**src/hdl/ldrq_pkg.sv**
```systemverilog
// ----------------------------------------------------------------------------
// ldrq_pkg
// Shared widths, codes and item types for the LOOK disk request queue.
// ----------------------------------------------------------------------------
package ldrq_pkg;

   localparam int TRACK_W         = 10;
   localparam int TAG_W           = 8;
   localparam int OCC_W           = 5;
   localparam int QUEUE_DEPTH_DEF = 16;

   typedef enum logic {
      KIND_ADD  = 1'b0,
      KIND_TAKE = 1'b1
   } kind_type;

   typedef enum logic [1:0] {
      ST_ADDED  = 2'd0,
      ST_SERVED = 2'd1,
      ST_EMPTY  = 2'd2,
      ST_FULL   = 2'd3
   } status_type;

   typedef struct packed {
      logic [TRACK_W-1:0] track;
      logic [TAG_W-1:0]   tag;
   } entry_type;

   typedef struct packed {
      kind_type           kind;
      logic [TRACK_W-1:0] track;
      logic [TAG_W-1:0]   tag;
   } req_item_type;

   typedef struct packed {
      status_type         status;
      logic [TAG_W-1:0]   tag;
      logic [TRACK_W-1:0] track;
      logic [OCC_W-1:0]   occupancy;
   } rsp_item_type;

   // True when a held entry at track t belongs behind a new request at track r.
   function automatic logic goes_after(input logic [TRACK_W-1:0] t,
                                       input logic [TRACK_W-1:0] r,
                                       input logic [TRACK_W-1:0] head);
      logic t_up;
      t_up = (t >= head);
      if (r >= head) begin
         return !t_up || (t > r);
      end
      return !t_up && (t < r);
   endfunction

endpackage

```
**src/hdl/ldrq_if.sv**
```systemverilog
// ----------------------------------------------------------------------------
// ldrq_if
// Valid/ready channels for request items and result items.
// ----------------------------------------------------------------------------
interface ldrq_req_if import ldrq_pkg::*; ();
   logic               valid;
   logic               ready;
   kind_type           kind;
   logic [TRACK_W-1:0] req_track;
   logic [TAG_W-1:0]   req_tag;

   modport source (output valid, kind, req_track, req_tag, input ready);
   modport sink   (input valid, kind, req_track, req_tag, output ready);
endinterface

interface ldrq_rsp_if import ldrq_pkg::*; ();
   logic               valid;
   logic               ready;
   status_type         status;
   logic [TAG_W-1:0]   served_tag;
   logic [TRACK_W-1:0] served_track;
   logic [OCC_W-1:0]   occupancy;

   modport source (output valid, status, served_tag, served_track, occupancy,
                   input ready);
   modport sink   (input valid, status, served_tag, served_track, occupancy,
                   output ready);
endinterface

```
**src/hdl/look_disk_request_queue_top.sv**
```systemverilog
// ----------------------------------------------------------------------------
// look_disk_request_queue_top
// Disk request queue kept in LOOK (elevator) order.
// ----------------------------------------------------------------------------
// Each request transfer either adds a request (track, tag) or takes the
// front request. Held entries form an ascending run of tracks at or above
// the head track followed by a descending run below it; equal tracks keep
// arrival order. A take reports the front entry and moves the head track
// there. Entries live in a ring in a single-port-read memory, so a take
// passes through accept, memory read and result. An add to a non-empty
// queue walks the ring from the tail, one entry per cycle through the
// memory read port, shifting entries back until its slot is found. An
// add to an empty or full queue, or a take from an empty one, goes
// straight from accept to result. The memory needs no clearing after
// reset. A finished result sits in an output register, so the next
// request may be taken while the result waits.
// ----------------------------------------------------------------------------
module look_disk_request_queue_top import ldrq_pkg::*; #(
   parameter int QUEUE_DEPTH = QUEUE_DEPTH_DEF
) (
   input  logic       clock,
   input  logic       reset,
   ldrq_req_if.sink   req_ch,
   ldrq_rsp_if.source rsp_ch
);

   localparam int IDX_W = $clog2(QUEUE_DEPTH);

   req_item_type     req_item;
   logic             res_valid;
   logic             res_ready;
   rsp_item_type     res_item;
   logic             mem_wr_en;
   logic [IDX_W-1:0] mem_wr_addr;
   entry_type        mem_wr_data;
   logic [IDX_W-1:0] mem_rd_addr;
   entry_type        mem_rd_data;

   logic             rsp_valid_ff, rsp_valid_in;
   rsp_item_type     rsp_item_ff, rsp_item_in;

   assign req_item = '{kind: req_ch.kind, track: req_ch.req_track, tag: req_ch.req_tag};

   // sequencer: pointers, head track, insertion walk
   ldrq_seq #(.QUEUE_DEPTH(QUEUE_DEPTH)) u_seq (
      .clock       (clock),
      .reset       (reset),
      .req_valid   (req_ch.valid),
      .req_ready   (req_ch.ready),
      .req_item    (req_item),
      .res_valid   (res_valid),
      .res_ready   (res_ready),
      .res_item    (res_item),
      .mem_wr_en   (mem_wr_en),
      .mem_wr_addr (mem_wr_addr),
      .mem_wr_data (mem_wr_data),
      .mem_rd_addr (mem_rd_addr),
      .mem_rd_data (mem_rd_data)
   );

   // entry ring
   ldrq_mem #(.QUEUE_DEPTH(QUEUE_DEPTH)) u_mem (
      .clock   (clock),
      .wr_en   (mem_wr_en),
      .wr_addr (mem_wr_addr),
      .wr_data (mem_wr_data),
      .rd_addr (mem_rd_addr),
      .rd_data (mem_rd_data)
   );

   // output register: takes a new result once the old one is gone or leaving
   assign res_ready = !rsp_valid_ff || rsp_ch.ready;

   always_comb begin
      rsp_valid_in = rsp_valid_ff;
      rsp_item_in  = rsp_item_ff;
      if (res_valid && res_ready) begin
         rsp_valid_in = 1'b1;
         rsp_item_in  = res_item;
      end else if (rsp_ch.ready) begin
         rsp_valid_in = 1'b0;
      end
   end

   always_ff @(posedge clock) begin
      if (reset) begin
         rsp_valid_ff <= 1'b0;
      end else begin
         rsp_valid_ff <= rsp_valid_in;
      end
      rsp_item_ff <= rsp_item_in;
   end

   assign rsp_ch.valid        = rsp_valid_ff;
   assign rsp_ch.status       = rsp_item_ff.status;
   assign rsp_ch.served_tag   = rsp_item_ff.tag;
   assign rsp_ch.served_track = rsp_item_ff.track;
   assign rsp_ch.occupancy    = rsp_item_ff.occupancy;

   // one item in flight: a request transfer closes the request side
   a_busy_after_accept: assert property (@(posedge clock) disable iff (reset)
      req_ch.valid && req_ch.ready |=> !req_ch.ready)
      else $error("request side stayed open after a transfer");

   // only a served result carries a tag and a track
   a_served_fields: assert property (@(posedge clock) disable iff (reset)
      rsp_ch.valid && rsp_ch.status != ST_SERVED |->
         rsp_ch.served_tag == '0 && rsp_ch.served_track == '0)
      else $error("served fields set on a result that served nothing");

   // a refused add means the queue is at capacity
   a_full_occupancy: assert property (@(posedge clock) disable iff (reset)
      rsp_ch.valid && rsp_ch.status == ST_FULL |->
         rsp_ch.occupancy == OCC_W'(QUEUE_DEPTH))
      else $error("add refused below capacity");

   // an empty take leaves nothing held
   a_empty_occupancy: assert property (@(posedge clock) disable iff (reset)
      rsp_ch.valid && rsp_ch.status == ST_EMPTY |-> rsp_ch.occupancy == '0)
      else $error("empty take reported with entries held");

endmodule

```
**src/hdl/ldrq_mem.sv**
```systemverilog
// ----------------------------------------------------------------------------
// ldrq_mem
// Entry store: one write port, one read port, registered read data.
// ----------------------------------------------------------------------------
module ldrq_mem import ldrq_pkg::*; #(
   parameter int QUEUE_DEPTH = QUEUE_DEPTH_DEF,
   localparam int IDX_W      = $clog2(QUEUE_DEPTH)
) (
   input  logic             clock,
   input  logic             wr_en,
   input  logic [IDX_W-1:0] wr_addr,
   input  entry_type        wr_data,
   input  logic [IDX_W-1:0] rd_addr,
   output entry_type        rd_data
);

   entry_type entry_mem [QUEUE_DEPTH];
   entry_type rd_data_ff;

   always_ff @(posedge clock) begin
      if (wr_en) begin
         entry_mem[wr_addr] <= wr_data;
      end
      rd_data_ff <= entry_mem[rd_addr];
   end

   assign rd_data = rd_data_ff;

endmodule

```
**src/hdl/ldrq_seq.sv**
```systemverilog
// ----------------------------------------------------------------------------
// ldrq_seq
// Queue sequencer: ring pointers, head track and the insertion walk.
// ----------------------------------------------------------------------------
module ldrq_seq import ldrq_pkg::*; #(
   parameter int QUEUE_DEPTH = QUEUE_DEPTH_DEF,
   localparam int IDX_W      = $clog2(QUEUE_DEPTH),
   localparam int CNT_W      = $clog2(QUEUE_DEPTH + 1)
) (
   input  logic             clock,
   input  logic             reset,
   input  logic             req_valid,
   output logic             req_ready,
   input  req_item_type     req_item,
   output logic             res_valid,
   input  logic             res_ready,
   output rsp_item_type     res_item,
   output logic             mem_wr_en,
   output logic [IDX_W-1:0] mem_wr_addr,
   output entry_type        mem_wr_data,
   output logic [IDX_W-1:0] mem_rd_addr,
   input  entry_type        mem_rd_data
);

   typedef enum logic [2:0] {
      S_IDLE,
      S_TAKE,
      S_SCAN,
      S_PLACE,
      S_DONE
   } state_type;

   state_type          state_ff, state_in;
   logic [IDX_W-1:0]   base_ff, base_in;
   logic [CNT_W-1:0]   count_ff, count_in;
   logic [TRACK_W-1:0] head_ff, head_in;
   logic [IDX_W-1:0]   idx_ff, idx_in;
   entry_type          new_ff, new_in;
   rsp_item_type       res_ff, res_in;

   // logical slot -> ring address
   function automatic logic [IDX_W-1:0] phys(input logic [IDX_W-1:0] b,
                                             input logic [IDX_W-1:0] l);
      logic [IDX_W:0] s;
      s = {1'b0, b} + {1'b0, l};
      if (s >= (IDX_W+1)'(QUEUE_DEPTH)) begin
         s = s - (IDX_W+1)'(QUEUE_DEPTH);
      end
      return s[IDX_W-1:0];
   endfunction

   always_comb begin
      state_in    = state_ff;
      base_in     = base_ff;
      count_in    = count_ff;
      head_in     = head_ff;
      idx_in      = idx_ff;
      new_in      = new_ff;
      res_in      = res_ff;
      mem_wr_en   = 1'b0;
      mem_wr_addr = base_ff;
      mem_wr_data = new_ff;
      mem_rd_addr = base_ff;

      case (state_ff)
         S_IDLE: begin
            if (req_valid) begin
               new_in = '{track: req_item.track, tag: req_item.tag};
               res_in = '{status: ST_ADDED, tag: '0, track: '0, occupancy: '0};
               if (req_item.kind == KIND_TAKE) begin
                  if (count_ff == '0) begin
                     res_in.status = ST_EMPTY;
                     state_in      = S_DONE;
                  end else begin
                     state_in = S_TAKE;
                  end
               end else if (count_ff == CNT_W'(QUEUE_DEPTH)) begin
                  res_in.status = ST_FULL;
                  state_in      = S_DONE;
               end else if (count_ff == '0) begin
                  mem_wr_en   = 1'b1;
                  mem_wr_data = '{track: req_item.track, tag: req_item.tag};
                  count_in    = count_ff + CNT_W'(1);
                  state_in    = S_DONE;
               end else begin
                  // walk from the tail toward the front
                  idx_in      = IDX_W'(count_ff - CNT_W'(1));
                  mem_rd_addr = phys(base_ff, IDX_W'(count_ff - CNT_W'(1)));
                  state_in    = S_SCAN;
               end
            end
         end
         S_TAKE: begin
            res_in.status = ST_SERVED;
            res_in.tag    = mem_rd_data.tag;
            res_in.track  = mem_rd_data.track;
            head_in       = mem_rd_data.track;
            base_in       = phys(base_ff, IDX_W'(1));
            count_in      = count_ff - CNT_W'(1);
            state_in      = S_DONE;
         end
         S_SCAN: begin
            mem_wr_en   = 1'b1;
            mem_wr_addr = phys(base_ff, idx_ff + IDX_W'(1));
            if (goes_after(mem_rd_data.track, new_ff.track, head_ff)) begin
               mem_wr_data = mem_rd_data;
               if (idx_ff == '0) begin
                  state_in = S_PLACE;
               end else begin
                  idx_in      = idx_ff - IDX_W'(1);
                  mem_rd_addr = phys(base_ff, idx_ff - IDX_W'(1));
               end
            end else begin
               count_in = count_ff + CNT_W'(1);
               state_in = S_DONE;
            end
         end
         S_PLACE: begin
            mem_wr_en = 1'b1;
            count_in  = count_ff + CNT_W'(1);
            state_in  = S_DONE;
         end
         S_DONE: begin
            if (res_ready) begin
               state_in = S_IDLE;
            end
         end
         default: begin
            state_in = S_IDLE;
         end
      endcase
   end

   always_ff @(posedge clock) begin
      if (reset) begin
         state_ff <= S_IDLE;
         base_ff  <= '0;
         count_ff <= '0;
         head_ff  <= '0;
      end else begin
         state_ff <= state_in;
         base_ff  <= base_in;
         count_ff <= count_in;
         head_ff  <= head_in;
      end
      idx_ff <= idx_in;
      new_ff <= new_in;
      res_ff <= res_in;
   end

   assign req_ready = (state_ff == S_IDLE);
   assign res_valid = (state_ff == S_DONE);

   always_comb begin
      res_item           = res_ff;
      res_item.occupancy = OCC_W'(count_ff);
   end

endmodule
```
**src/flat_wrapper.sv**
```systemverilog
// flat-port wrapper written by rule: the top's interface ports become plain ports
module look_disk_request_queue_top_flat import ldrq_pkg::*;
#(
   parameter int QUEUE_DEPTH = QUEUE_DEPTH_DEF
)
  (clock, reset, req_ch_valid, req_ch_kind, req_ch_req_track, req_ch_req_tag, req_ch_ready, rsp_ch_valid, rsp_ch_status, rsp_ch_served_tag, rsp_ch_served_track, rsp_ch_occupancy, rsp_ch_ready);
  ldrq_req_if req_ch_i ();
  ldrq_rsp_if rsp_ch_i ();
  input  logic clock;
  input  logic reset;
  input wire logic [$bits(req_ch_i.valid)-1:0] req_ch_valid;
  input wire logic [$bits(req_ch_i.kind)-1:0] req_ch_kind;
  input wire logic [$bits(req_ch_i.req_track)-1:0] req_ch_req_track;
  input wire logic [$bits(req_ch_i.req_tag)-1:0] req_ch_req_tag;
  output wire logic [$bits(req_ch_i.ready)-1:0] req_ch_ready;
  output wire logic [$bits(rsp_ch_i.valid)-1:0] rsp_ch_valid;
  output wire logic [$bits(rsp_ch_i.status)-1:0] rsp_ch_status;
  output wire logic [$bits(rsp_ch_i.served_tag)-1:0] rsp_ch_served_tag;
  output wire logic [$bits(rsp_ch_i.served_track)-1:0] rsp_ch_served_track;
  output wire logic [$bits(rsp_ch_i.occupancy)-1:0] rsp_ch_occupancy;
  input wire logic [$bits(rsp_ch_i.ready)-1:0] rsp_ch_ready;
  assign req_ch_i.valid = req_ch_valid;
  assign req_ch_i.kind = req_ch_kind;
  assign req_ch_i.req_track = req_ch_req_track;
  assign req_ch_i.req_tag = req_ch_req_tag;
  assign req_ch_ready = req_ch_i.ready;
  assign rsp_ch_valid = rsp_ch_i.valid;
  assign rsp_ch_status = rsp_ch_i.status;
  assign rsp_ch_served_tag = rsp_ch_i.served_tag;
  assign rsp_ch_served_track = rsp_ch_i.served_track;
  assign rsp_ch_occupancy = rsp_ch_i.occupancy;
  assign rsp_ch_i.ready = rsp_ch_ready;
  look_disk_request_queue_top #(.QUEUE_DEPTH(QUEUE_DEPTH)) u_core (.clock(clock), .reset(reset), .req_ch(req_ch_i), .rsp_ch(rsp_ch_i));
endmodule
```
**config.mk**
```make
export PLATFORM = sky130hd
export DESIGN_NAME = look_disk_request_queue_top_flat
export DESIGN_NICKNAME = d
export VERILOG_FILES = /design/src/hdl/ldrq_pkg.sv /design/src/hdl/ldrq_if.sv /design/src/hdl/look_disk_request_queue_top.sv /design/src/hdl/ldrq_mem.sv /design/src/hdl/ldrq_seq.sv /design/src/flat_wrapper.sv
export SDC_FILE = /design/constraint.sdc
export NUM_CORES = 1
export LEC_CHECK = 0
export ABC_CLOCK_PERIOD_IN_PS = 4600
export BUFFER_PORTS_ARGS = -buffer_cell sky130_fd_sc_hd__buf_2
export CAP_MARGIN = 5
export CORE_ASPECT_RATIO = 0.5
export CORE_MARGIN = 4
export CORE_UTILIZATION = 55
export CTS_CLUSTER_SIZE = 24
export DETAILED_ROUTE_END_ITERATION = 16
export PLACE_DENSITY = 0.72
export SYNTH_ARGS = -nofsm -noshare
export SYNTH_HDL_FRONTEND = slang
export SYNTH_SLANG_ARGS = --single-unit
export TNS_END_PERCENT = 20
```
**constraint.sdc**
```tcl
create_clock -name clock -period 4.6 [get_ports clock]
set_clock_uncertainty 0.15 [all_clocks]
set_input_delay 0.23 -clock clock [delete_from_list [all_inputs] [get_ports clock]]
set_output_delay 0.23 -clock clock [all_outputs]
set_load 0.05 [all_outputs]
```
# Word-level counts from Yosys, hierarchy flattened
# Memory sizes are Yosys's and may differ from the RTL's. A register that Yosys moved wholly into a read port is not among the register bits.
# Cells that the tools add are included.
dict set report totals {
  ff_bits 90
  latchBits 0
  mem_bits_rw 288
  rom_bits 0
  inputBits 23
  memories 1
}
# name depth width rd rd_clocked_by_memory_dff write_ports line_no
set mem_list {}
lappend mem_list {u_core.u_mem.entry_mem 16 18 1 1 1 ldrq_mem.sv:17} ;# entry_type entry_mem [QUEUE_DEPTH];
dict set report classes {
  add_sub_neg 12
  multipliers 0
  div 0
  magnitude_cmp 8
  n_eq_ne 15
  shifts 0
  mux 59
  bitwise 0
  reduce_logical 20
}
# operator count
set op_table {}
lappend op_table {{two-way mux 18 bit} 5}
lappend op_table {{two-way mux 4 bit} 17}
lappend op_table {{case mux 20 bit (2 select lines)} 1}
lappend op_table {{case mux 18 bit (2 select lines)} 1}
lappend op_table {{two-way mux 25 bit} 1}
lappend op_table {{two-way mux 5 bit} 5}
lappend op_table {{two-way mux 3 bit} 8}
lappend op_table {{greater-or-equal comparator 10 bit} 2}
lappend op_table {{greater-or-equal comparator 5 bit (second input constant)} 4}
lappend op_table {{case mux 5 bit (4 select lines)} 1}
lappend op_table {{subtractor 4 x 1 -> 4 bit (second input constant)} 5}
lappend op_table {{!= test 2 bit (second input constant)} 8}
lappend op_table {{case mux 4 bit (2 select lines)} 2}
lappend op_table {{adder 4 x 4 -> 5 bit} 3}
lappend op_table {{two-way mux 1 bit} 13}
lappend op_table {{case mux 3 bit (4 select lines)} 1}
lappend op_table {{greater-than comparator 10 bit} 1}
lappend op_table {{< comparator 10 bit} 1}
lappend op_table {{AND reduction 7 bit} 1}
lappend op_table {{equality test 3 x 2 -> 1 bit (second input constant)} 2}
lappend op_table {{two-way mux 2 bit} 3}
lappend op_table {{AND reduction 6 bit} 1}
lappend op_table {{nonzero test 2 bit} 3}
lappend op_table {{adder 4 x 1 -> 5 bit (second input constant)} 1}
lappend op_table {{other kinds (19)} 24}

# Logic depth before layout (Yosys ltp)
# Gate-level depths: netlist of the first run.
dict set report depth {
  word_depth 9
  ltp_mapped 16
  mapped_depth_nobuf 12
}

# Hierarchy
# Synthesis of the first run repeated with hierarchy kept, for this count alone.
dict set report unflattened {
  hier_cells 970
  hier_area_um2 16429.5
}
# mod instances cells_per_inst area_each_um2 seq_area_each_um2
set modules_own_cells {}
lappend modules_own_cells {ldrq_mem 1 482 11322.1 9008.6}
lappend modules_own_cells {ldrq_seq 1 458 4301.6 1701.6}
lappend modules_own_cells {look_disk_request_queue_top 1 30 805.8 770.7}

# Least setup slack after synthesis of the first run
# No wires, ideal clock.
dict set report synth_timing {
  path_kind {reg-to-reg}
  startpoint {register u_core.u_seq.idx_ff[0]}
  endpoint {memory u_core.u_mem.entry_mem[12][0] in the netlist's numbering (enable)}
  setup_ns 0.392
  t_arrival_ns 2.876
  path_slack_ns 1.182
  stages_incl_launch_ff 11
  period_less_slack_ns 3.418
  path_cell_list {edfxtp_1 -> inv_1 -> ha_1 -> ha_1 -> a21o_1 -> a21oi_1 -> xnor2_1 -> nor2_1 -> xnor2_1 -> or2_2 -> nor2_1}
}
dict set report synth_between {
  elab_chain_len 5
  word_cells_on_any_way 6
}
# item line_no
set synth_rtl {}
lappend synth_rtl {{start, declared} ldrq_seq.sv:37} ;# logic [IDX_W-1:0] idx_ff, idx_in;
lappend synth_rtl {{start signal, assigned} ldrq_seq.sv:146} ;# idx_ff <= idx_in;
lappend synth_rtl {{adder 4 x 1 -> 4 bit *} ldrq_seq.sv:104} ;# mem_wr_addr = phys(base_ff, idx_ff + IDX_W'(1));
lappend synth_rtl {{adder 4 x 4 -> 5 bit *} ldrq_seq.sv:45} ;# s = {1'b0, b} + {1'b0, l};
lappend synth_rtl {{subtractor 4 x 1 -> 4 bit or greater-or-equal comparator 5 bit (tied branches)} {ldrq_seq.sv:47, ldrq_seq.sv:46}}
lappend synth_rtl {{two-way mux 4 bit *} ldrq_seq.sv:46} ;# if (s >= (IDX_W+1)'(QUEUE_DEPTH)) begin
lappend synth_rtl {{two-way mux 4 bit *} ldrq_seq.sv:65} ;# case (state_ff)
lappend synth_rtl {{end, declared} ldrq_mem.sv:17}
# Mark *: on every way between the ends. The rest lies on a longest branch, timed or not.

# Final worst setup path of the first run
dict set report layout_timing {
  startpoint {register u_core.u_seq.new_ff[15] in the netlist's numbering}
  endpoint {register, netlist name u_core.u_mem.rd_data[8]}
}
dict set report layout_between {
  elab_chain_len 7
  word_cells_on_any_way 12
}
# item line_no
set layout_rtl {}
lappend layout_rtl {{start, declared} ldrq_seq.sv:38} ;# entry_type new_ff, new_in;
lappend layout_rtl {{start signal, assigned} ldrq_seq.sv:147} ;# new_ff <= new_in;
lappend layout_rtl {{greater-or-equal comparator 10 bit or greater-than comparator 10 bit (tied branches)} {ldrq_pkg.sv:48, ldrq_pkg.sv:49}}
lappend layout_rtl {{two-way mux 1 bit or logical OR 1 bit (tied branches)} {ldrq_pkg.sv:48, ldrq_pkg.sv:49}}
lappend layout_rtl {{two-way mux 1 bit (on tied branches)} {ldrq_seq.sv:65, ldrq_pkg.sv:48}}
lappend layout_rtl {{two-way mux 1 bit *} ldrq_pkg.sv:51} ;# return !t_up && (t < r);
lappend layout_rtl {{two-way mux 1 bit *} ldrq_seq.sv:65}
lappend layout_rtl {{two-way mux 4 bit *} ldrq_seq.sv:105} ;# if (goes_after(mem_rd_data.track, new_ff.track, head_ff)) begin
lappend layout_rtl {{case mux 4 bit (2 select lines) *} ldrq_seq.sv:65}
# Mark *: on every way between the ends. The rest lies on a longest branch, timed or not. The select of a mux whose other input is x is not followed.
# A chain may end at the register's enable or synchronous reset.

==> flow_summary_export.csv, run 1 <==
group,metric,value,unit
status,run_status,"finished, final reports clean",
sta,maxSlewViolCount,0,
synth,yosysSeqAreaShare,67.3,%
synth,ys.flop_type,"edfxtp_1",
layout,nFillCells,2179,
sta,setup_viol,0,
layout,drive_above_1_share,15.8,%
placed_design,placed_cells,1698,
pwr,peakVddDrop,0.270,mV
drt,ant_nets,0,
synth,synth-edff-count,355,
layout,final_util,63.6,%
setup_path,cpPeakStageDelay,0.53,ns
setup_path,path_class,"reg -> reg",
global_route,track_usage,24.3,%
global_route,grt_pass1_vias,11300,
synth,synthArstFlopShare,0,%
cts,root_buffer,"clkbuf_16",
setup_path,cp_common_cell,"a211oi_1",
setup_path,cp_cell_sequence,"inv_1 > ha_1 > nand2_1 > nor4_4 > a211oi_1 > a311oi_1 > o21ba_1 > mux2i_4 > and2_4 > buf_12 > a211oi_1 > a31o_2 > o221ai_1",
synth,synth_area_leader_cell,"edfxtp_1",
setup_path,critPathArrivalTime,4.56,ns
synth,synth_cell_types,60,
sta,finalCritPeriodShare,93.1,%
pwr,p_leak,6.72,nW
placed_design,port_buffers,49,
synth,avgSynthCellArea,13.3,um^2
die,core_area,30400,um^2
synth,synth.area.top_cells,"edfxtp_1 63%, dfxtp_1 4.8%, a32oi_1 3.8%, ha_1 3.2%, nand2_1 3.0%",
min_path,holdCritPathClass,"reg -> reg",
sta,rsz0062_at_grt,"false",
layout,num_antenna_cells,0,
cts,cts_sinks,396,
global_route,met3_usage,5.13,%
drt,drcViolationCount,0,
sta,hold_violations,0,
cts,clk_path_buf_depth,3,
setup_path,crit_family,"compound AO/OA/AOI/OAI gates",
die,pin_count,50,
die,die_h,132,um
cts,postCtsSetupBuffers,0,
drt,num_vias,11600,
cts,htreeDepth,2,
drt,routed_wl,42000,um
global_route,use_met2,36.3,%
layout,area_growth,13.4,%
setup_path,end_kind,"flip-flop",
sta,tightest_slew,1.11,ns
global_route,grt-busiest-layer,"met1",
cts,cts.repair.resized,0,
layout,nets,1429,
synth,ys_top_cells_by_count,"355 x edfxtp_1, 137 x nand2_1, 95 x o21ai_0",
pwr,power_per_cell_area,610,nW/um^2
sta,fin_tns_setup,0,ns
sta,min_period,4.28,ns
global_route,antenna_found_initial,0,
setup_path,cpMaxStageDelayCell,"and2_4",
synth,synth_nets,1353,
setup_path,worst-path-buf-inv,2,
synth,ys_seq_elements,396,
synth,syn_inst,1284,
global_route,grt_pass1_wl,65100,um
synth,yosysTopAreaCellShare,62.5,%
sta,max_freq,233,MHz
cts,path_clk_slew,0.06,ns
layout,instances_no_fill,1786,
synth,syn-cell-area,17000,um^2
die,rows,45,
global_route,grt_max_degree,86,
cts,postCtsHoldBufs,23,
synth,yosysMostFrequentCell,"edfxtp_1",
drt,vias_per_cell,6.49,
drt,dr.pass1.iters,5,
die,die_width,257,um
flow_run,max_cap_viol_count,0,
sta,slew_headroom,26.2,%
setup_path,worstPathMaxFanout,72,
placed_design,gp_congestion,0.871,
setup_path,startpoint_type,"flip-flop",
cts,cts_tree,"built",
drt,wl_per_cell,23.5,um
die,start_util,56.1,%
die,fp.dieArea,34000,um^2
synth,yosysWarnings,0,
cts,numCtsBuffers,36,
global_route,use_met1,36.7,%
placed_design,hpwlAfterDp,25500,um
pwr,finalPower,11.8,mW
cts,clk_latency,0.54,ns
drt,drtIter0Drc,1521,
global_route,grt.overflow.total,0,
setup_path,worstPathRequired,4.88,ns
stage by stage:
stage               instance area, um^2  setup WS, ns  hold WS (ns)
finish                            19300         0.317         0.269
global route                      19300        0.0283         0.278
CTS                               19300         0.383         0.260
detailed placement                17900         0.383         0.255
global placement                  17900         0.551         0.252
floorplan                         17000          1.18         0.159
cell usage in the layout, fill, tap and decap left out, drive strengths merged, types with 13 or more instances in the layout:
cell and n:
a31o 37, ha 43, a21oi 38, xnor2 14, and3 37, inv 43
a32oi 74, nor2 54, dfxtp 41, o221ai 19, edfxtp 355, clkinv 13
nand2 138, a211oi 40, nand3 42, clkbuf 45, a22oi 36, buf 106
o21ai 96, dlygate4sd3 23
power breakdown:
| part | switching, mW | internal (mW) |
|---|---|---|
| Sequential | 0.258 | 4.64 |
| Clock | 1.29 | 1.82 |
| Combinational | 2.53 | 1.26 |
layout make-up:
class                   instances  area [um^2]  share of cell area (%)
repair buffers                129          941                    4.87
clock buffers                  45          955                    4.94
multi-input cells             754         5030                    26.0
well taps                     399          499                    2.58
clock inverters                20          268                    1.38
inverters                      43          161                   0.835
flip-flops and latches        396        11500                    59.4
path summary, 6_finish.rpt:
check,slack [ns],startpoint,to,depth (start not counted)
setup / recovery,0.32,u_core.u_seq.new_ff[15]$_DFFE_PP_,u_core.u_mem.rd_data[8]$_DFF_P_,13
hold / removal,0.27,u_core.u_seq.res_item[13]$_SDFFCE_PN0P_,u_core.rsp_ch.served_track[8]$_DFFE_PP_,0
setup reg to reg,0.32,u_core.u_seq.new_ff[15]$_DFFE_PP_,u_core.u_mem.rd_data[8]$_DFF_P_,13
hold reg to reg,0.27,u_core.u_seq.res_item[13]$_SDFFCE_PN0P_,u_core.rsp_ch.served_track[8]$_DFFE_PP_,0
cells by family (layout without fill, tap and decap cells):
kind of cell	count (synthesis)	in the layout	synth area share (%)
flip-flops	396	396	67.3
AO/OA/AOI/OAI	367	367	15.4
AND/OR/NAND/NOR	312	312	8.50
buffers and inverters	134	237	3.53
adder cells (fa/ha/maj)	46	46	3.51
XOR/XNOR	22	22	1.13
multiplexers	7	7	0.602
layer usage:
layer	share of wire, %	wire, um	up-vias
met4	2.1	875	0
li1	-	-	5135
met3	10	4270	76
met1	44	18400	5744
met2	44	18500	630
met5	0	0	-
state kept, by name, indices dropped and copies added (netlist names), 3 cells and up:
name                        cells
u_core.u_mem.entry_mem        288
u_core.u_seq.res_item          20
u_core.u_mem.rd_data           18
u_core.u_seq.new_ff            18
u_core.rsp_ch.served_track     10
u_core.u_seq.head_ff           10
u_core.rsp_ch.served_tag        8
u_core.rsp_ch.occupancy         5
u_core.u_seq.count_ff           5
u_core.u_seq.base_ff            4
u_core.u_seq.idx_ff             4
u_core.u_seq.state_ff           3
worst reg2reg max path: stages (launching register included):
cell and delay [ns]:
edfxtp_1 0.38, inv_1 0.06, ha_1 0.29, nand2_1 0.10
nor4_4 0.30, a211oi_1 0.11, a311oi_1 0.34, o21ba_1 0.50
mux2i_4 0.41, and2_4 0.53, buf_12 0.37, a211oi_1 0.15
a31o_2 0.26, o221ai_1 0.23
No activity file was read; power rests on OpenSTA's default activity.
==> run 2: changes to the inputs <==
Settings changed: CORE_UTILIZATION 55 to 40, CTS_BUF_LIST set to sky130_fd_sc_hd__clkbuf_2 sky130_fd_sc_hd__clkbuf_4 sky130_fd_sc_hd__clkbuf_8, PLACE_DENSITY 0.72 to unset, RECOVER_POWER set to 100.
==> flow_summary_export.csv, run 2 (same netlist as run 1, synthesis figures left out) <==
group,metric,value,unit
layout,final_cell_mix,"355 x edfxtp_1, 136 x nand2_1, 95 x o21ai_0, 74 x a32oi_1, 59 x clkbuf_8",
global_route,grt_pass1_wl,66400,um
global_route,grt.overflow.total,0,
pwr,power_per_cell_area,595,nW/um^2
drt,dr.pass1.iters,5,
sta,worst_slack,0.251,ns
setup_path,path_class,"reg -> reg",
setup_path,cp_cell_sequence,"inv_1 > ha_1 > nand2_2 > nor4_4 > a211oi_1 > a311oi_1 > o21ba_1 > mux2i_4 > and2_4 > a32oi_1 > a22oi_1 > o221ai_1",
global_route,grt_max_degree,86,
setup_path,rrSetupSlack,0.25,ns
die,pin_count,50,
sta,finalCritPeriodShare,94.5,%
drt,routed_wl,43200,um
placed_design,port_buffers,49,
layout,drive_above_1_share,13.9,%
layout,largest_reg_flops,288,
cts,numCtsBuffers,58,
cts,clk_latency,0.63,ns
drt,vias_per_cell,5.68,
pwr,finalPower,11.5,mW
cts,cts_sinks,396,
setup_path,worstPathMaxFanout,38,
placed_design,pre_cts_slack,0.295,ns
layout,nets,1451,
cts,cts_tree,"built",
min_path,holdCritPathClass,"in -> reg",
setup_path,end_kind,"flip-flop",
layout,final_common_cell,"edfxtp_1",
sta,hold_violations,0,
placed_design,hpwlAfterDp,25800,um
global_route,grt_pass1_vias,11300,
drt,ant_nets,0,
global_route,antenna_found_initial,0,
sta,setup_viol,0,
die,die_width,300,um
cts,path_clk_slew,0.06,ns
die,start_util,40.5,%
pwr,p_leak,6.57,nW
drt,drcViolationCount,0,
cts,clk_path_buf_depth,3,
sta,fin_tns_setup,0,ns
flow_run,max_cap_viol_count,0,
die,rows,53,
drt,drtIter0Drc,1123,
sta,tightest_slew,1.34,ns
drt,num_vias,11400,
sta,rsz0062_at_grt,"false",
setup_path,worstPathRequired,4.85,ns
global_route,track_usage,18.4,%
sta,slew_headroom,10.9,%
setup_path,cpMaxStageDelayCell,"and2_4",
die,die_h,154,um
layout,regMostFlops,"u_core.u_mem.entry_mem",
drt,wl_per_cell,21.5,um
layout,num_antenna_cells,0,
sta,max_freq,230,MHz
die,fp.dieArea,46200,um^2
setup_path,startpoint_type,"flip-flop",
cts,htreeDepth,2,
layout,area_growth,13.4,%
layout,final_area,19300,um^2
cts,root_buffer,"clkbuf_8",
sta,min_period,4.35,ns
pwr,peakVddDrop,0.267,mV
status,run_status,"finished, final reports clean",
sta,maxSlewViolCount,0,
die,core_area,42000,um^2
placed_design,placed_cell_area,18100,um^2
setup_path,critPathArrivalTime,4.60,ns
placed_design,gp_congestion,0.866,
setup_path,cpPeakStageDelay,0.54,ns
[run 2: cell count changes in the layout (fill, tap and decap cells not counted), sizes merged, moves of 2 or more]
cell / before / now
clkbuf: 45 / 163
dlygate4sd3: 23 / 25
buf: 106 / 21
bufinv: 6 / 2
clkinv: 13 / 25
[run 2: cell type report]
type,count,area (um^2)
Timing Repair Buffer,129,808
Inverter,43,161
Clock buffer,80,970
Tap cell,577,722
Multi-Input combinational cell,754,5010
Fill cell,3774,22700
Clock inverter,28,180
Sequential cell,396,11500
[run 2: critical path: cells and delay by family (launching register included)]
family	cells	cell delay, ns
AND/OR/NAND/NOR	3	0.95
multiplexers	1	0.37
adder cells (fa/ha/maj)	1	0.31
flip-flops	1	0.37
AO/OA/AOI/OAI	6	1.89
buffers and inverters	1	0.06
[run 2: where the power goes]
part           total, mW  switching (mW)  leakage [nW]  internal [mW]
clock network       2.83            1.35         0.616           1.48
logic               3.78            2.56          2.37           1.22
registers           4.89           0.236          3.58           4.65
total               11.5            4.14          6.57           7.36
[run 2: worst paths after layout]
path / startpoint / to / depth (start not counted)
max reg2reg: u_core.u_seq.new_ff[17]$_DFFE_PP_ / u_core.u_mem.rd_data[13]$_DFF_P_ / 12
min reg2reg: u_core.u_seq.res_item[9]$_SDFFCE_PN0P_ / u_core.rsp_ch.served_track[4]$_DFFE_PP_ / 0
max: u_core.u_seq.new_ff[17]$_DFFE_PP_ / u_core.u_mem.rd_data[13]$_DFF_P_ / 12
min: req_ch_req_tag[3] / u_core.u_seq.new_ff[3]$_DFFE_PP_ / 2
[run 2: timing repair]
item / in CTS / in global routing
gates resized for setup: 0 / 0
hold buffers: 25 / 0
endpoints found under the setup margin: 0 / 2
hold endpoints to repair: 43 / 0
setup buffers: 0 / 1
[run 2: through the flow]
stage | util [%] | hold slack, ns | std cells
4_1_cts | 46.4 | 0.131 | 2006
3_3_place_gp | 43.1 | 0.252 | 1873
2_1_floorplan | - | 0.159 | 1284
3_5_place_dp | 43.1 | 0.256 | 1873
5_1_grt | 46.0 | 0.163 | 2007
6_report | 46.0 | 0.197 | 2007
[run 2: routing by layer]
metal	GRT usage, %	wire length [um]	up-vias	part of all wire [%]
li1	-	-	5179	-
met1	27.0	19700	5682	46
met2	28.3	19000	458	44
met3	3.17	3350	84	7.8
met4	5.43	1020	2	2.4
met5	0.828	51	-	0.12
==> run 3: changes to the inputs <==
Settings changed: ABC_CLOCK_PERIOD_IN_PS 4600 to 5100, GPL_TIMING_DRIVEN set to 0.
Clock period 4.6 ns to 5.1 ns, I/O delays scaled along.
==> flow_summary_export.csv, run 3 (same netlist as run 1, synthesis figures left out) <==
group,metric,value,unit
die,start_util,40.5,%
global_route,grt_max_degree,21,
drt,ant_nets,0,
die,fp.dieArea,46200,um^2
pwr,internal_power,6.71,mW
pwr,comb_power_share,34.1,%
pwr,peakVddDrop,0.240,mV
placed_design,pre_cts_slack,0.635,ns
layout,ff_latch_area,11500,um^2
sta,slew_headroom,-0.341,%
pwr,power_per_cell_area,545,nW/um^2
cts,cts_tree,"built",
setup_path,cp_cell_sequence,"inv_1 > ha_1 > nor3b_1 > nor2_1 > nand2_1 > a21oi_1 > nor2_1 > a21oi_1 > and2_0 > buf_4 > buf_6 > clkbuf_2 > a32oi_1 > a22oi_1 > o221ai_1",
drt,dr.pass1.iters,5,
sta,worst_slack,0.333,ns
global_route,grt.overflow.total,0,
pwr,power_frac_seq,41.2,%
layout,drive_above_1_share,12.1,%
cts,path_clk_slew,0.06,ns
drt,num_vias,11800,
sta,tightest_slew,1.50,ns
setup_path,r2r-end,"u_core.u_mem.rd_data[15]$_DFF_P_",
sta,maxSlewViolCount,1,
sta,setup_viol,0,
cts,htreeDepth,2,
setup_path,cpPeakStageDelay,0.93,ns
setup_path,critPathArrivalTime,5.04,ns
die,pin_count,50,
sta,min_period,4.77,ns
cts,cts.repair.resized,0,
sta,max_freq,210,MHz
layout,final_cell_mix,"355 x edfxtp_1, 138 x nand2_1, 120 x clkbuf_1, 95 x o21ai_0, 74 x a32oi_1",
die,die_width,300,um
drt,wl_per_cell,22.0,um
cts,numCtsBuffers,57,
sta,hold_violations,0,
min_path,min_from,"req_ch_valid",
setup_path,path_class,"reg -> reg",
min_path,holdCritPathClass,"in -> reg",
pwr,switching_share,36.9,%
die,core_area,42000,um^2
setup_path,cpMaxStageDelayCell,"a21oi_1",
min_path,hold_path_depth,4,
layout,multi_input_comb_area,4940,um^2
setup_path,end_kind,"flip-flop",
global_route,grt_pass1_wl,69300,um
layout,final_util,46.4,%
flow_run,max_cap_viol_count,1,
drt,drcViolationCount,0,
placed_design,hpwlAfterDp,32300,um
status,violations,"capacitance limit, slew limit",
global_route,track_usage,19.3,%
drt,vias_per_cell,5.70,
pwr,p_leak,6.60,nW
placed_design,gp_congestion,0.868,
setup_path,r2r_start,"u_core.u_seq.count_ff[0]$_SDFFE_PP0P_",
cts,clk_path_buf_depth,3,
cts,cts_sinks,396,
layout,regMostFlops,"u_core.u_mem.entry_mem",
cts,clk_latency,0.63,ns
drt,routed_wl,45600,um
setup_path,worstPathRequired,5.38,ns
sta,finalCritPeriodShare,93.5,%
setup_path,startpoint_type,"flip-flop",
cts,postCtsHoldBufs,22,
min_path,holdPathEnd,"u_core.u_seq.state_ff[0]$_SDFFE_PP0P_",
layout,area_growth,14.3,%
global_route,antenna_found_initial,0,
placed_design,port_buffers,49,
setup_path,rrSetupSlack,0.33,ns
layout,final_common_cell,"edfxtp_1",
global_route,grt_pass1_vias,11700,
pwr,power.switching,3.92,mW
setup_path,r2r_cells,15,
layout,nFillCells,3766,
setup_path,worstPathMaxFanout,10,
pwr,p_clk_share,24.6,%
cts,postCtsSetupBuffers,0,
layout,num_antenna_cells,0,
cts,root_buffer,"clkbuf_8",
sta,rsz0062_at_grt,"false",
drt,drtIter0Drc,1336,
status,run_status,"finished with violations",
die,die_h,154,um
die,rows,53,
layout,largest_reg_flops,288,
layout,nets,1515,
## run 3: cell types whose count changed in the layout (fill, tap and decap cells not counted), sizes merged
cell,delta
clkbuf,+50
clkinv,+1
buf,+18
inv,-2
clkinvlp,+1
dlygate4sd3,-3
## run 3: routing by layer
| metal | up-vias | part of all wire (%) | track usage [%] |
|---|---|---|---|
| li1 | 5319 | - | - |
| met1 | 5912 | 43 | 26.1 |
| met2 | 514 | 47 | 31.8 |
| met3 | 74 | 8.0 | 4.16 |
| met4 | 0 | 2.0 | 4.86 |
| met5 | - | 0 | 0 |
## run 3: stage by stage
stage          hold WS [ns]  instance area [um^2]  setup TNS, ns  cells  power [mW]
2_1_floorplan         0.184                 17000              0   1284        6.79
3_3_place_gp          0.252                 18000          -2.56   1910        7.93
3_5_place_dp          0.255                 18500              0   1942        8.10
4_1_cts              0.0316                 19900              0   2072        10.7
5_1_grt              0.0755                 19500              0   2072        11.1
6_report             0.0886                 19500              0   2072        10.6
## run 3: how the worst max path moves through the flow
stage          slack, ns                                      end  cells after the start                                  start
2_1_floorplan       1.68  u_core.u_mem.entry_mem[12][0]$_DFFE_PP_                     10       u_core.u_seq.idx_ff[0]$_DFFE_PP_
3_3_place_gp       -0.16  u_core.u_mem.entry_mem[7][17]$_DFFE_PP_                     11        u_core.u_mem.rd_data[8]$_DFF_P_
3_5_place_dp        0.63         u_core.u_mem.rd_data[16]$_DFF_P_                     14  u_core.u_seq.count_ff[0]$_SDFFE_PP0P_
4_1_cts             0.62         u_core.u_mem.rd_data[16]$_DFF_P_                     15      u_core.u_seq.new_ff[17]$_DFFE_PP_
5_1_grt             0.13  u_core.u_mem.entry_mem[4][15]$_DFFE_PP_                     12      u_core.u_seq.new_ff[17]$_DFFE_PP_
6_report            0.33         u_core.u_mem.rd_data[15]$_DFF_P_                     15  u_core.u_seq.count_ff[0]$_SDFFE_PP0P_
## run 3: power by group through the flow
stage	clock (mW)	sequential, mW	combinational [mW]
2_1_floorplan	0	4.55	2.24
3_3_place_gp	0	4.46	3.47
3_5_place_dp	0	4.44	3.66
4_1_cts	2.67	4.37	3.70
5_1_grt	2.83	4.41	3.90
6_report	2.62	4.38	3.63
## run 3: final cells by class
class,instances,area share [%]
inverters,43,0.828
clock inverters,28,0.995
clock buffers,80,5.20
well taps,577,3.70
flip-flops and latches,396,58.9
repair buffers,103,2.79
plain buffers,91,2.23
multi-input cells,754,25.4
## run 3: worst max-delay path, delay by kind of cell, from the launching register on
family,cells,cell delay [ns]
buf+inv,4,0.83
compound gates,5,2.05
fa+ha+maj,1,0.27
flops,1,0.40
simple gates,5,0.87
